==> src/design/tkct_pkg.sv <==
package tkct_pkg;

   localparam int ENTRY_W = 129;
   localparam int TICK_W = 32;
   localparam int FIELD_W = 32;
   localparam int AIRCRAFT_W = 8;
   localparam int COUNT_W = 7;

   localparam logic [1:0] OP_SUBMIT = 2'd0;
   localparam logic [1:0] OP_PEEK = 2'd1;
   localparam logic [1:0] OP_CONSUME = 2'd2;

   localparam logic [1:0] STATUS_OK = 2'd0;
   localparam logic [1:0] STATUS_RANGE = 2'd1;
   localparam logic [1:0] STATUS_STALE = 2'd2;
   localparam logic [1:0] STATUS_BEYOND = 2'd3;

   localparam logic [COUNT_W-1:0] COUNT_RESET = 7'd64;
   localparam logic [TICK_W-1:0] TICK_MAX = 32'hFFFF_FFFF;

   typedef enum logic [2:0] {
      ST_IDLE,
      ST_MOD,
      ST_READ,
      ST_EVAL,
      ST_WRITE,
      ST_RESP
   } state_type;

endpackage

==> src/design/tkct_ram.sv <==
module tkct_ram
   import tkct_pkg::*;
#(
   parameter int WIDTH = 8,
   parameter int DEPTH = 16,
   localparam int ADDR_W = $clog2(DEPTH)
) (
   input  logic              clock,
   input  logic              wr_en,
   input  logic [ADDR_W-1:0] wr_addr,
   input  logic [WIDTH-1:0]  wr_data,
   input  logic              rd_en,
   input  logic [ADDR_W-1:0] rd_addr,
   output logic [WIDTH-1:0]  rd_data
);

   logic [WIDTH-1:0] mem_ff [DEPTH];
   logic [WIDTH-1:0] rd_data_ff;

   always_ff @(posedge clock) begin
      if (wr_en) begin
         mem_ff[wr_addr] <= wr_data;
      end
      if (rd_en) begin
         rd_data_ff <= mem_ff[rd_addr];
      end
   end

   assign rd_data = rd_data_ff;

endmodule

==> config.mk <==
export PLATFORM = sky130hd
export DESIGN_NAME = tkct_ram
export DESIGN_NICKNAME = d
export VERILOG_FILES = /design/src/design/tkct_pkg.sv /design/src/design/tkct_ram.sv
export SDC_FILE = /design/constraint.sdc
export NUM_CORES = 1
export LEC_CHECK = 0
export ABC_AREA = 1
export BUFFER_PORTS_ARGS = -buffer_cell sky130_fd_sc_hd__buf_2
export CAP_MARGIN = 20
export CORE_MARGIN = 3
export CORE_UTILIZATION = 55
export DETAILED_ROUTE_END_ITERATION = 8
export PLACE_DENSITY = 0.76
export SYNTH_ARGS = -nofsm -noshare
export SYNTH_HDL_FRONTEND = slang
export SYNTH_SLANG_ARGS = --single-unit
export TNS_END_PERCENT = 30
==> constraint.sdc <==
create_clock -name clock -period 1 [get_ports clock]
set_input_delay 0.1 -clock clock [delete_from_list [all_inputs] [get_ports clock]]
set_output_delay 0.1 -clock clock [all_outputs]
set_load 0.01 [all_outputs]
==> results by group <==
Synthesis
  • Netlist Area Pre-Place: 0.00585 mm2
  • Post-Synth XOR/XNOR Area: 0%
  • Adder-Cell Fraction of Synth Area: 0%
  • Sequential area share after synthesis: between 60% and 70%
  • Synth Instances: between 500 and 600
  • Post-Synthesis Net Count: 570
  • Syn avg cell area: 10.6 um2
  • Synth Area in Compound Gates: 0%
  • Portion of netlist area occupied by mux cells: 0%
  • Simple-gate portion of the synthesized area: 20.8%
  • Distinct cells, synth: 11
  • Ys Warns: 0
  • Largest family of logic cells by synthesized area: simple AND/OR/NAND/NOR gates
  • Post-synthesis register bit count: 136

STA
  • Slew headroom: between 70% and 80%
  • Fin crit period: roughly 1.2 ns
  • Max Clock Freq: 0.804 GHz
  • Worst setup margin: -0.243 ns
  • Setup TNS Final: -2.08 ns
  • Layout Skew: 0.00557 ns
  • RSZ-0062 raised after global routing: true
  • Worst slew pin tran: 0.397 ns
  • # setup viols final: 16
  • Fin crit share: 124%
  • Fin. Hold Viols: 0
  • Final Max Slew Viols: 0

Clock network
  • H-tree levels: 4
  • Root buffer cell: clkbuf_8
  • CTS Buffer Depth: 2
  • Worst skew pair latency: 0.51 ns
  • Reg clk slew, reported paths: 0.06 ns
  • Sink Count: 136
  • TritonCTS Buffers: 17
  • CTS tree: yes

Cells and area
  • Post-Route Utilization: 68.8%
  • Final #Nets: 627
  • Non-Filler Instances: 756
  • Commonest cells after routing, fill and taps aside: nand2_1, edfxtp_1, inv_1
  • Area Overhead vs Synth: 21.5%
  • N_diodes: 0
  • Layout cells sized above 1: between 20 and 25%
  • Most common cell after layout, fill and taps aside: nand2_1

Drt
  • Vias: 4172
  • Pre-antenna DRT Iters: 5
  • Via-to-Cell Ratio: 5.52
  • 1st-iter DRT viols: 486
  • DR WL/cell: 18.5 um
  • Final wirelength: 14000 um
  • DRC Markers: 0
  • Antenna viol nets, final: 0

Pwr
  • Peak VDD IR: between 1000 and 1500 uV
  • P per Cell Area: 1890 mW/mm2
  • P_leak: 3.09 nW

Die
  • Initial Util: 56.6%
  • Total die area: 0.0119 mm2
  • Core area: between 0.01 and 0.015 mm2
  • Die height: 109 um
  • Die X: 109 um
  • Row cnt: 37
  • Io pins: 27

Hold path
  • Worst Hold Class: input pin to register

Worst setup path
  • CP max stage delay: 0.46 ns
  • Critical Path RT: 0.90 ns
  • Crit path arrival time: between 1 and 1.5 ns
  • Crit-path cells: buf_2
  • Critical path's top delay family: flip-flops
  • Worst path buffer plus inverter count: 1
  • CP Capture Type: primary output
  • CP Launch Type: register
  • Slowest stage cell, crit path: edfxtp_1
  • Crit Path Max Fanout: 1
  • Setup CP Type: register to primary output
  • R2R setup slack: -0.13 ns

Run status
  • Failing checks: setup timing
  • Status: complete, but fails checks

Global route
  • Initial antenna violation count: 0
  • First-pass GRT wire length: roughly 21000 um
  • GRT Total Usage: between 20% and 30%
  • Vias in the first global route: around 4000
  • Largest net degree at the start of global routing: 33
  • Gr ovfl total: 0

Placed design
  • Detailed placement HPWL: between 8000 and 9000 um
  • Setup slack at placement: -0.306 ns
  • Inst Count DP: 723
  • Placer Congestion: 0.976
  • I/O Buffers: 26

Job
  • Max-Cap Viols: 0
-- routing by layer --
layer | part of all wire (%) | wire [um] | global-route usage (%)
met5 | 0 | 0 | 0
met4 | 3.0 | 413 | 8.57
met3 | 8.3 | 1160 | 6.75
met2 | 49 | 6800 | 40.0
met1 | 40 | 5610 | 32.7
-- cells in the mapped netlist --
cell	count	area (um2)
nand2_1	173	649
edfxtp_1	136	4080
inv_1	100	375
nand3_1	97	485
nor2_1	17	63.8
buf_2	13	65.1
buf_6	6	67.6
buf_4	4	30.0
inv_2	2	7.51
nand3b_1	2	15.0
buf_1	1	3.75
-- metrics by stage --
step | hold WS [ns] | total power, W | instance area, um2
floorplan | 0.199 | 0.00703 | 5850
global placement | 0.470 | 0.00738 | 6300
detailed placement | 0.481 | 0.00741 | 6300
CTS | 0.00571 | 0.0134 | 7010
global route | 0.0142 | 0.0138 | 7100
finish | 0.0164 | 0.0135 | 7100
-- power by group --
group / leakage [nW] / total, W / internal, W / switching [W]
Combinational: 1.58 / 0.000935 / 0.000305 / 0.000629
Clock: 0.272 / 0.00605 / 0.00376 / 0.00228
Sequential: 1.24 / 0.00647 / 0.00642 / 0.0000470
Total: 3.09 / 0.0135 / 0.0105 / 0.00296
-- worst register-to-register path, cell delays in order, from the launching register on --
cell,delay (ns)
edfxtp_1,0.40
inv_1,0.09
nand2_1,0.05
nand3_1,0.06
nand3_1,0.10
nand3_2,0.13
nand2_1,0.06
-- kinds of logic (layout without fill, tap and decap cells) --
family	count (synthesis)	after routing
buffers and inverters	126	195
flip-flops	136	136
AND/OR/NAND/NOR	289	289
-- final timing paths --
| check | startpoint | end | cells after the start |
|---|---|---|---|
| min | wr_data[1] | mem_ff[11][1] | 1 |
| min reg2reg | mem_ff[12][1] | rd_data[1] | 6 |
| max | rd_data[4] | rd_data[4] | 1 |
| max reg2reg | mem_ff[10][4] | rd_data[4] | 6 |
-- flip-flops by register name, indices dropped and copies added (netlist names) --
| signal | flops |
|---|---|
| mem_ff | 128 |
| rd_data | 8 |
-- repair_timing --
action	4_1_cts	5_1_grt
gates cloned	0	0
hold buffers	2	0
endpoints found under the setup margin	16	16
endpoints found under the hold margin	21	0
gates resized for setup	25	21
pin swaps	11	8
buffers inserted	0	0
-- area by class of cell --
type / count / area, um2
flip-flops and latches: 136 / 4080
fillers: 726 / 3220
multi-input cells: 289 / 1420
repair buffers: 62 / 468
clock buffers: 18 / 418
inverters: 102 / 383
well taps: 136 / 170
clock inverters: 13 / 156
Note: power is estimated with default switching activity, not from simulation.
